--- src/rtl/ata_identify_block_parser_assert.svh ---
// assertion macros shared by the identify block parser rtl
// expects a clock named clk and a synchronous active-high reset named rst in scope
`ifndef ATA_IDENTIFY_BLOCK_PARSER_ASSERT_SVH
`define ATA_IDENTIFY_BLOCK_PARSER_ASSERT_SVH

// same-cycle implication
`define ATA_ID_ASSERT_IMP(name, ante, cons, msg) \
  name: assert property (@(posedge clk) disable iff (rst) (ante) |-> (cons)) \
    else $error(msg);

// next-cycle implication
`define ATA_ID_ASSERT_NXT(name, ante, cons, msg) \
  name: assert property (@(posedge clk) disable iff (rst) (ante) |=> (cons)) \
    else $error(msg);

`endif

--- src/rtl/ata_id_pkg.sv ---
// shared types and constants for the identify block parser
// no dependencies
package ata_id_pkg;

  localparam int unsigned POS_W = 8;

  typedef enum logic [1:0] {
    KIND_SERIAL  = 2'd0,
    KIND_MODEL   = 2'd1,
    KIND_SUMMARY = 2'd2
  } kind_t;

  localparam logic [7:0] SPACE_BYTE = 8'h20;

  // fixed word positions inside the identify block
  localparam logic [POS_W-1:0] WORD_COUNT28_LO = 8'd60;
  localparam logic [POS_W-1:0] WORD_COUNT28_HI = 8'd61;
  localparam logic [POS_W-1:0] WORD_FEATURES   = 8'd83;
  localparam logic [POS_W-1:0] WORD_COUNT48_0  = 8'd100;
  localparam logic [POS_W-1:0] WORD_COUNT48_1  = 8'd101;
  localparam logic [POS_W-1:0] WORD_COUNT48_2  = 8'd102;
  localparam logic [POS_W-1:0] WORD_COUNT48_3  = 8'd103;
  localparam logic [POS_W-1:0] WORD_SECTOR_CFG = 8'd106;
  localparam logic [POS_W-1:0] WORD_SIZE_LO    = 8'd117;
  localparam logic [POS_W-1:0] WORD_SIZE_HI    = 8'd118;

  localparam int unsigned LBA48_BIT      = 10;
  localparam int unsigned LARGE_SECT_BIT = 12;
  localparam logic [1:0]  SIG_VALID      = 2'b01;
  localparam logic [31:0] DEFAULT_SIZE   = 32'd512;

  typedef struct packed {
    logic        identified;
    logic [5:0]  model_length;
    logic [4:0]  serial_length;
    logic [31:0] sector_size;
    logic [63:0] total_sectors;
    logic        lba48_supported;
    logic [7:0]  char_second;
    logic [7:0]  char_first;
    logic [5:0]  char_position;
    kind_t       kind;
  } result_t;

endpackage

--- src/rtl/ata_identify_block_parser.sv ---
// top level of the identify block parser: input register, core, result register
// depends on ata_id_pkg, ata_id_core and ata_identify_block_parser_assert.svh
//
//   channel   dir  tdata                              tuser
//   s_*       in   identify_word [15:0]               -
//   m_*       out  char/summary fields, 131 of 136    kind [1:0]
//
// one item per cycle while m_tready is high; an item taken on s_* is held in the input
// register, then loaded into the result register, and from there is offered on m_*
// the word counter in the core sets the position; it wraps after the last word
// rst is synchronous and clears position, captured words and trim lengths
// a stalled result holds the input register, which then fills and drops s_tready
// words that yield no result pass through without waiting on m_tready
`include "ata_identify_block_parser_assert.svh"

module ata_identify_block_parser
  import ata_id_pkg::*;
#(
  parameter int unsigned BLOCK_WORDS  = 256,
  parameter int unsigned SERIAL_START = 10,
  parameter int unsigned SERIAL_WORDS = 10,
  parameter int unsigned MODEL_START  = 27,
  parameter int unsigned MODEL_WORDS  = 20
) (
  input  logic         clk,
  input  logic         rst,
  input  logic         s_tvalid,
  output logic         s_tready,
  input  logic [15:0]  s_tdata,   // identify_word
  output logic         m_tvalid,
  input  logic         m_tready,
  // char_position[5:0], char_first[13:6], char_second[21:14], lba48_supported[22],
  // total_sectors[86:23], sector_size[118:87], serial_length[123:119],
  // model_length[129:124], identified[130], zero fill[135:131]
  output logic [135:0] m_tdata,
  output logic [1:0]   m_tuser    // kind
);

  // input register
  logic        in_valid;
  logic [15:0] in_word;
  logic        advance;

  // core result and result register
  logic    res_valid;
  result_t res;
  result_t out_res;

  // an item moves on unless it makes a result and the result register is full and not being taken
  assign advance  = in_valid && (!res_valid || !m_tvalid || m_tready);
  assign s_tready = !in_valid || advance;

  always_ff @(posedge clk) begin
    if (rst) begin
      in_valid <= 1'b0;
    end else if (s_tready) begin
      in_valid <= s_tvalid;
    end
  end

  always_ff @(posedge clk) begin
    if (s_tvalid && s_tready) begin
      in_word <= s_tdata;
    end
  end

  ata_id_core #(
    .BLOCK_WORDS  (BLOCK_WORDS),
    .SERIAL_START (SERIAL_START),
    .SERIAL_WORDS (SERIAL_WORDS),
    .MODEL_START  (MODEL_START),
    .MODEL_WORDS  (MODEL_WORDS)
  ) u_core (
    .clk       (clk),
    .rst       (rst),
    .fire      (advance),
    .word      (in_word),
    .res_valid (res_valid),
    .res       (res)
  );

  // result register
  always_ff @(posedge clk) begin
    if (rst) begin
      m_tvalid <= 1'b0;
    end else if (advance && res_valid) begin
      m_tvalid <= 1'b1;
    end else if (m_tready) begin
      m_tvalid <= 1'b0;
    end
  end

  always_ff @(posedge clk) begin
    if (advance && res_valid) begin
      out_res <= res;
    end
  end

  // pack result fields, lowest first
  assign m_tuser = out_res.kind;
  assign m_tdata = {5'd0,
                    out_res.identified,
                    out_res.model_length,
                    out_res.serial_length,
                    out_res.sector_size,
                    out_res.total_sectors,
                    out_res.lba48_supported,
                    out_res.char_second,
                    out_res.char_first,
                    out_res.char_position};

  `ATA_ID_ASSERT_NXT(a_in_hold, in_valid && !advance, in_valid && $stable(in_word), "input register lost a stalled item")
  `ATA_ID_ASSERT_NXT(a_out_hold, m_tvalid && !m_tready, m_tvalid && $stable(out_res), "result changed while stalled")
  `ATA_ID_ASSERT_IMP(a_identified, m_tvalid && out_res.kind == KIND_SUMMARY, out_res.identified == (out_res.total_sectors != 64'd0), "identified flag disagrees with sector total")

endmodule

--- src/rtl/ata_id_core.sv ---
// word position tracking, field capture, trim lengths and result formation
// depends on ata_id_pkg and ata_identify_block_parser_assert.svh
`include "ata_identify_block_parser_assert.svh"

module ata_id_core
  import ata_id_pkg::*;
#(
  parameter int unsigned BLOCK_WORDS  = 256,
  parameter int unsigned SERIAL_START = 10,
  parameter int unsigned SERIAL_WORDS = 10,
  parameter int unsigned MODEL_START  = 27,
  parameter int unsigned MODEL_WORDS  = 20
) (
  input  logic          clk,
  input  logic          rst,
  input  logic          fire,
  input  logic [15:0]   word,
  output logic          res_valid,
  output result_t       res
);

  localparam logic [POS_W-1:0] LAST_POS = POS_W'(BLOCK_WORDS - 1);
  localparam logic [POS_W-1:0] S_START  = POS_W'(SERIAL_START);
  localparam logic [POS_W:0]   S_WORDS  = (POS_W+1)'(SERIAL_WORDS);
  localparam logic [POS_W-1:0] M_START  = POS_W'(MODEL_START);
  localparam logic [POS_W:0]   M_WORDS  = (POS_W+1)'(MODEL_WORDS);

  logic [POS_W-1:0] word_position, word_position_next;
  logic [31:0]      small_count, small_count_next;
  logic [63:0]      large_count, large_count_next;
  logic             lba48_flag, lba48_flag_next;
  logic [15:0]      sizing_word, sizing_word_next;
  logic [31:0]      words_per_sector, words_per_sector_next;
  logic [4:0]       serial_kept, serial_kept_next;
  logic [5:0]       model_kept, model_kept_next;

  logic [7:0]     hi, lo;
  logic [POS_W:0] s_off, m_off;
  logic           in_serial, in_model, at_last;
  logic [POS_W:0] sidx, midx;
  logic [4:0]     s_trim;
  logic [5:0]     m_trim;
  logic [63:0]    count;
  logic           size_ok;

  assign hi        = word[15:8];
  assign lo        = word[7:0];
  assign s_off     = {1'b0, word_position} - {1'b0, S_START};
  assign m_off     = {1'b0, word_position} - {1'b0, M_START};
  assign in_serial = (word_position >= S_START) && (s_off < S_WORDS);
  assign in_model  = (word_position >= M_START) && (m_off < M_WORDS);
  assign at_last   = (word_position >= LAST_POS);
  assign sidx      = {s_off[POS_W-1:0], 1'b0};
  assign midx      = {m_off[POS_W-1:0], 1'b0};

  // running last-non-space length
  always_comb begin
    s_trim = serial_kept;
    if (hi != SPACE_BYTE) s_trim = 5'(sidx + 1'b1);
    if (lo != SPACE_BYTE) s_trim = 5'(sidx + 2'd2);
    m_trim = model_kept;
    if (hi != SPACE_BYTE) m_trim = 6'(midx + 1'b1);
    if (lo != SPACE_BYTE) m_trim = 6'(midx + 2'd2);
  end

  always_comb begin
    serial_kept_next      = in_serial ? s_trim : serial_kept;
    model_kept_next       = in_model ? m_trim : model_kept;
    lba48_flag_next       = lba48_flag;
    small_count_next      = small_count;
    large_count_next      = large_count;
    sizing_word_next      = sizing_word;
    words_per_sector_next = words_per_sector;
    if (word_position == WORD_FEATURES)   lba48_flag_next = word[LBA48_BIT];
    if (word_position == WORD_COUNT28_LO) small_count_next[15:0] = word;
    if (word_position == WORD_COUNT28_HI) small_count_next[31:16] = word;
    if (word_position == WORD_COUNT48_0)  large_count_next[15:0] = word;
    if (word_position == WORD_COUNT48_1)  large_count_next[31:16] = word;
    if (word_position == WORD_COUNT48_2)  large_count_next[47:32] = word;
    if (word_position == WORD_COUNT48_3)  large_count_next[63:48] = word;
    if (word_position == WORD_SECTOR_CFG) sizing_word_next = word;
    if (word_position == WORD_SIZE_LO)    words_per_sector_next[15:0] = word;
    if (word_position == WORD_SIZE_HI)    words_per_sector_next[31:16] = word;
    word_position_next = at_last ? '0 : word_position + 1'b1;
  end

  assign count   = lba48_flag ? large_count : {32'd0, small_count};
  assign size_ok = (sizing_word[15:14] == SIG_VALID) && sizing_word[LARGE_SECT_BIT] &&
                   (words_per_sector != 32'd0) && !words_per_sector[31];

  always_comb begin
    res           = '0;
    res.kind      = KIND_SERIAL;
    res_valid     = 1'b0;
    if (at_last) begin
      res_valid           = 1'b1;
      res.kind            = KIND_SUMMARY;
      res.lba48_supported = lba48_flag;
      res.total_sectors   = count;
      res.sector_size     = size_ok ? {words_per_sector[30:0], 1'b0} : DEFAULT_SIZE;
      res.serial_length   = serial_kept_next;
      res.model_length    = model_kept_next;
      res.identified      = (count != 64'd0);
    end else if (in_serial) begin
      res_valid         = 1'b1;
      res.kind          = KIND_SERIAL;
      res.char_position = sidx[5:0];
      res.char_first    = hi;
      res.char_second   = lo;
    end else if (in_model) begin
      res_valid         = 1'b1;
      res.kind          = KIND_MODEL;
      res.char_position = midx[5:0];
      res.char_first    = hi;
      res.char_second   = lo;
    end
  end

  always_ff @(posedge clk) begin
    if (rst) begin
      word_position    <= '0;
      small_count      <= '0;
      large_count      <= '0;
      lba48_flag       <= 1'b0;
      sizing_word      <= '0;
      words_per_sector <= '0;
      serial_kept      <= '0;
      model_kept       <= '0;
    end else if (fire) begin
      word_position    <= word_position_next;
      small_count      <= small_count_next;
      large_count      <= large_count_next;
      lba48_flag       <= lba48_flag_next;
      sizing_word      <= sizing_word_next;
      words_per_sector <= words_per_sector_next;
      serial_kept      <= at_last ? '0 : serial_kept_next;
      model_kept       <= at_last ? '0 : model_kept_next;
    end
  end

  `ATA_ID_ASSERT_NXT(a_wrap_at_last, fire && at_last, word_position == '0 && serial_kept == '0 && model_kept == '0, "position or lengths not cleared at block end")
  `ATA_ID_ASSERT_IMP(a_summary_only_last, res_valid && res.kind == KIND_SUMMARY, at_last && res.char_position == '0, "summary away from the last word")
  `ATA_ID_ASSERT_IMP(a_char_pos_even, res_valid && res.kind != KIND_SUMMARY, res.char_position[0] == 1'b0, "character position not on a word boundary")

endmodule
--- config.mk ---
export PLATFORM = sky130hd
export DESIGN_NAME = ata_identify_block_parser
export DESIGN_NICKNAME = d
export VERILOG_FILES = /design/src/rtl/ata_id_pkg.sv /design/src/rtl/ata_identify_block_parser.sv /design/src/rtl/ata_id_core.sv
export VERILOG_INCLUDE_DIRS = /design/src /design/src/rtl
export SDC_FILE = /design/constraint.sdc
export NUM_CORES = 1
export LEC_CHECK = 0
export ABC_AREA = 0
export BUFFER_PORTS_ARGS = -buffer_cell sky130_fd_sc_hd__buf_2
export CORE_MARGIN = 4
export CORE_UTILIZATION = 45
export DETAILED_ROUTE_END_ITERATION = 8
export GPL_ROUTABILITY_DRIVEN = 0
export HOLD_SLACK_MARGIN = 0.15
export PLACE_DENSITY_LB_ADDON = 0.1
export SETUP_SLACK_MARGIN = 0.05
export SLEW_MARGIN = 20
export SYNTH_ARGS = -nofsm -noshare
export SYNTH_HDL_FRONTEND = slang
export SYNTH_SLANG_ARGS = --single-unit
--- constraint.sdc ---
create_clock -name clk -period 31.7 [get_ports clk]
set_input_delay 9.51 -clock clk [delete_from_list [all_inputs] [get_ports clk]]
set_output_delay 9.51 -clock clk [all_outputs]
set_load 0.01 [all_outputs]
== Word level (Yosys, flattened, before mapping) ==
Cells that the tools add are included.

* Bits in registers: 315
* Bits of input ports: 20
* Output and inout port bits: 140
* Logic and storage cells: 102

* Add/subtract/negate cells: 7
* $lt $le $gt $ge: 5
* Eq/ne operators: 13
* Mux-type cells: 18
* Reductions and logical operators: 30

{| class="wikitable"
|+ Operators by type and width
! operator !! count
|-
| equality test 8 x 7 -> 1 bit (second input constant) || 8
|-
| two-way mux 64 bit || 1
|-
| nonzero test 64 bit || 1
|-
| two-way mux 24 bit || 2
|-
| nonzero test 32 bit || 1
|-
| two-way mux 6 bit || 4
|-
| AND reduction 2 bit || 11
|-
| two-way mux 5 bit || 4
|-
| equality test 8 x 6 -> 1 bit (second input constant) || 2
|-
| inequality test 8 x 6 -> 1 bit (second input constant) || 2
|-
| two-way mux 10 bit || 1
|-
| < comparator 9 x 4 -> 1 bit (second input constant) || 1
|-
| < comparator 9 x 5 -> 1 bit (second input constant) || 1
|-
| subtractor 8 x 4 -> 9 bit (second input constant) || 1
|-
| subtractor 8 x 5 -> 9 bit (second input constant) || 1
|-
| adder 8 x 1 -> 8 bit (second input constant) || 1
|-
| >= comparator 8 x 4 -> 1 bit (second input constant) || 1
|-
| >= comparator 8 x 5 -> 1 bit (second input constant) || 1
|-
| >= comparator 8 bit (second input constant) || 1
|-
| logical AND 1 bit || 8
|-
| two-way mux 8 bit || 1
|-
| adder 6 x 1 -> 6 bit (second input constant) || 1
|-
| adder 6 x 2 -> 6 bit (second input constant) || 1
|-
| adder 5 x 1 -> 5 bit (second input constant) || 1
|-
| 7 further kinds || 16
|}

== Longest topological paths before layout ==
* Depth in word-level cells: 12
* Depth in mapped cells: 11

== Cells and area by module ==
A second synthesis with hierarchy kept.

* Cell total of the unflattened synthesis: 1,180
* Area, all modules: 12,419.4 um^2

{| class="wikitable"
|+ By module, submodules not included
! module !! times used !! cells each !! area an instance (um^2) !! seq. area each (um^2)
|-
| ata_id_core || 1 || 1,013 || 7,800.0 || 3,022.9
|-
| ata_identify_block_parser || 1 || 167 || 4,619.4 || 4,514.3
|}

== Worst setup path after synthesis ==
OpenSTA, ideal clock, no wires.

* Path type: input to register
* Start point: input port m_tready
* End point: register out_res, in the netlist m_tdata[100] (enable)
* Library setup time: 0.820 ns
* Data arrival time: 19.457 ns
* Data required time: 30.880 ns
* Slack: 11.423 ns
* Stages on the path: 4
* Buffers on the path: 1
* Cell sequence: nand2b_1 > and2_1 > clkbuf_1 > a21boi_0

* Cells in the longest elaborated chain, start to end: 3

{| class="wikitable"
|+ Ends and longest elaborated chain
! item !! line !! text
|-
| start: declaration || ata_identify_block_parser.sv:31 || <nowiki>input logic m_tready,</nowiki>
|-
| logical OR 1 bit || ata_identify_block_parser.sv:50 || <nowiki>assign advance = in_valid && (!res_valid || !m_tvalid || m_tready);</nowiki>
|-
| logical AND 1 bit || ata_identify_block_parser.sv:50 ||
|-
| logical AND 1 bit || ata_identify_block_parser.sv:94 || <nowiki>if (advance && res_valid) begin</nowiki>
|-
| end signal: assignment || ata_identify_block_parser.sv:95 || <nowiki>out_res <= res;</nowiki>
|-
| end: declaration || ata_identify_block_parser.sv:47 || <nowiki>result_t out_res;</nowiki>
|}

Every way passes these cells.
A chain may end at the register's enable or synchronous reset.

== Worst setup path after layout ==
* Start point: input port m_tready
* End point: output port s_tready

* Cells in the longest elaborated chain, start to end: 3

{| class="wikitable"
|+ Ends and longest elaborated chain
! item !! line !! text
|-
| logical OR 1 bit || ata_identify_block_parser.sv:50 ||
|-
| logical AND 1 bit || ata_identify_block_parser.sv:50 ||
|-
| logical OR 1 bit || ata_identify_block_parser.sv:51 || <nowiki>assign s_tready = !in_valid || advance;</nowiki>
|-
| end: declaration || ata_identify_block_parser.sv:28 || <nowiki>output logic s_tready,</nowiki>
|}

Every way passes these cells.

==> key figures <==
Status
  – Outcome: completed

Timing
  – Final worst path period share: 62.2%
  – Fmax achieved: 50.7 MHz
  – Final hold slack: 0.471 ns
  – Setup-failing EPs final: 0
  – Worst Slack Setup Final: 11.98 ns
  – Final Skew: 0.0110 ns
  – Actual slew at the worst max-slew pin: 1.11 ns
  – Setup_tns: 0 ns
  – Max Slew Vio Count: 0
  – RSZ-0062 raised after global routing: no
  – Worst slew margin: 25.8%
  – Final-report hold violation count: 0
  – Minimum clock period: 19.72 ns

Final layout
  – Register Area: 7480 um^2
  – Ratio of cells with drive above 1 in the final layout: 19.2%
  – Footprint of the multi-input gates: 4460 um^2
  – Synth-to-layout area growth: 15.9%
  – Number of antenna diodes: 0
  – Utilization after layout: 53.3%
  – Layout Nets: 1,263
  – Filler instances: 2,410

Route
  – Total iterations of the first detailed-routing run: 7
  – WL per Instance: 19.4 um
  – Final wirelength: 31.6 mm
  – Drt first-iter violations: 707
  – Routed Antenna Nets: 0
  – Via count: 8,708
  – Vias/cell: 5.35
  – # DRC: 0

Setup path
  – Required @ worst endpoint: 22.19 ns
  – Max FO, Critical Path: 3
  – Reg-to-reg startpoint: u_core.word_position[0]
  – CP startpoint kind: primary input
  – Crit-path slowest cell: a211oi_2
  – Worst R2R Path Depth: 8
  – Worst path arrival time: 10.21 ns
  – Critical path start-end classification: in -> out
  – Crit-path most repeated cell: buf_2
  – Reg2Reg Setup Slack: 26.90 ns
  – R2R Path End: m_tdata[49]
  – Slowest Stage Delay on Critical Path: 0.23 ns
  – CP Capture Type: output pin
  – Crit-path cells: buf_2 > nand2b_1 > a211oi_2 > inv_1 > buf_2

Yosys
  – Cell Area, Synth: 12,500 um^2
  – Synth warn: 0
  – Synth Register Bits: 300
  – Dominant synthesized flop cell: dfxtp_1
  – Mean Syn Cell Area: 11.0 um^2
  – Number of synthesized flops with an enable pin: 147
  – Share of flip-flops with an asynchronous set or reset: 0%
  – Post-Synthesis Cells: 1,133
  – Count of different cell masters after synthesis: 72
  – Sequential share of the synthesized area: 60.0%

GRT
  – Vias in the first global route: 8,380
  – Initial antenna violation count: 1
  – GR Util All Layers: 20.0%
  – Largest net degree at the start of global routing: 89
  – First-pass GRT wire length: 48.9 mm
  – Congestion Overflow GR: 0

Floorplanning
  – Initial Util: 45.9%
  – Die Wd: 174 um
  – Die Y-Extent: 174 um
  – Site Rows: 60
  – Total core area: 27,100 um^2
  – Die area: 30,400 um^2
  – IO Pins: 160

Clock tree
  – Clock Latency Late Sink: 0.55 ns
  – CTS Sinks: 300
  – # hold bufs at CTS: 0
  – Cts repair resizes: 0
  – Clock buffer count from CTS: 31
  – H-Tree Depth: 1
  – CTS tree: done
  – CTS Buffer Depth: 3
  – Clock transition at path regs: 0.06 ns
  – CTS root buf: clkbuf_16
  – Setup Fix Bufs, Post-CTS: 0

Hold path
  – Endpoint of the worst hold path: u_core.large_count[19]
  – Hold Path Cell Cnt: 2
  – Hold_sp: u_core.large_count[19]
  – HP Class: reg -> reg

Placement
  – Worst slack at placement: 11.97 ns
  – Input/output buffers: 152
  – Post-DP HPWL: 19.8 mm

Flow run
  – Max-Cap Viols: 0

Pwr
  – LEAKAGE: 4.52 nW
  – Worst vdd ir: 51.9 uV
  – Power Total: 0.000839 W
  – Power Density: 58.1 nW/um^2
per-layer routing:
layer  part of all wire [%]  up-vias  global-route usage (%)
met4                    1.9        0                    5.01
met3                    6.6       48                    3.98
li1                       -     4225                       -
met5                      0        -                       0
met2                     43      284                    29.8
met1                     48     4151                    30.0
registers in the layout (all words and copies together), names as in the netlist:
register	count
u_core.small_count	32
in_word	16
u_core.sizing_word	3
u_core.model_kept	6
u_core.words_per_sector	32
u_core.large_count	64
m_tuser	2
u_core.serial_kept	5
m_tvalid	1
u_core.word_position	8
m_tdata	129
u_core.lba48_flag	1
in_valid	1
power breakdown:
group          switching, W  leakage (nW)  internal, W   total, W
clock              0.000154         0.557     0.000252   0.000406
combinational     0.0000115          1.67   0.00000527  0.0000167
sequential        0.0000107          2.30     0.000405   0.000416
kinds of logic (layout without fill, tap and decap cells):
kind of cell	count (synthesis)	count (layout)	synth area share (%)
buf+inv	114	232	4.40
xor+xnor	6	6	0.422
other cells	1	7	0.0301
simple gates	455	455	18.3
flops	300	300	60.0
compound gates	144	144	7.51
fa+ha+maj	10	10	1.00
mux	103	103	8.30
worst max path at each step:
stage	slack, ns	start	to	cells after the start
global route	11.87	m_tready	s_tready	5
finish	11.98	m_tready	s_tready	5
CTS	11.97	m_tready	s_tready	5
floorplan	11.42	m_tready	m_tdata[100]	4
global placement	11.99	m_tready	s_tready	5
detailed placement	11.97	m_tready	s_tready	5
synth_stat cells (6+ instances only):
library cell / number / area share [%]
o21ai_0: 11 / 0.44
nand2_1: 88 / 2.7
nand4_1: 12 / 0.60
buf_6: 7 / 0.63
ha_1: 10 / 1.0
and2_1: 36 / 1.8
nand3b_1: 6 / 0.36
clkbuf_1: 55 / 1.7
nand3_1: 69 / 2.8
dfxtp_1: 153 / 25
and3_1: 36 / 1.8
nor2b_1: 20 / 1.0
buf_2: 26 / 1.0
mux2i_1: 101 / 8.1
edfxtp_1: 147 / 35
nor4_1: 27 / 1.4
buf_4: 9 / 0.54
nor2_1: 133 / 4.0
inv_1: 12 / 0.36
a21oi_1: 79 / 3.2
o22ai_1: 8 / 0.40
critical path, delay by kind of cell:
family                 cells  cell delay [ns]
buffers and inverters      3             0.29
AOI/OAI and AO/OA          1             0.23
and+or+nand+nor            1             0.18
stage by stage:
stage / instance area, um^2 / cells
final: 14400 / 1629
after global routing: 14400 / 1629
after CTS: 14400 / 1629
after detailed placement: 13300 / 1572
after global placement: 13300 / 1572
after floorplan: 12500 / 1139
cell usage in the layout (no fill, tap or decap), drive strengths merged, types with 3 or more instances in the layout:
master	count
inv	12
mux2i	101
o31ai	5
xnor2	4
or4	4
nand3b	6
nor4b	4
and3	36
buf	163
nor2b	20
clkinv	14
nand3	70
bufinv	9
nor2	133
nand4	13
dfxtp	153
nand4b	3
conb	7
o22ai	8
a21oi	84
edfxtp	147
a211oi	5
a31o	3
ha	10
clkbuf	32
o21ai	13
and2	36
nand2	89
nor3	4
nor4	27
cell type report:
cell class                 instances  area share, %
clock buffer                      32           5.40
clock inverter                    25           2.49
inverter                          12          0.312
multi-input combinational        725           30.9
sequential                       300           51.8
tap                              372           3.22
timing repair buffer             163           5.86
Power figures use the tool's default switching activity.
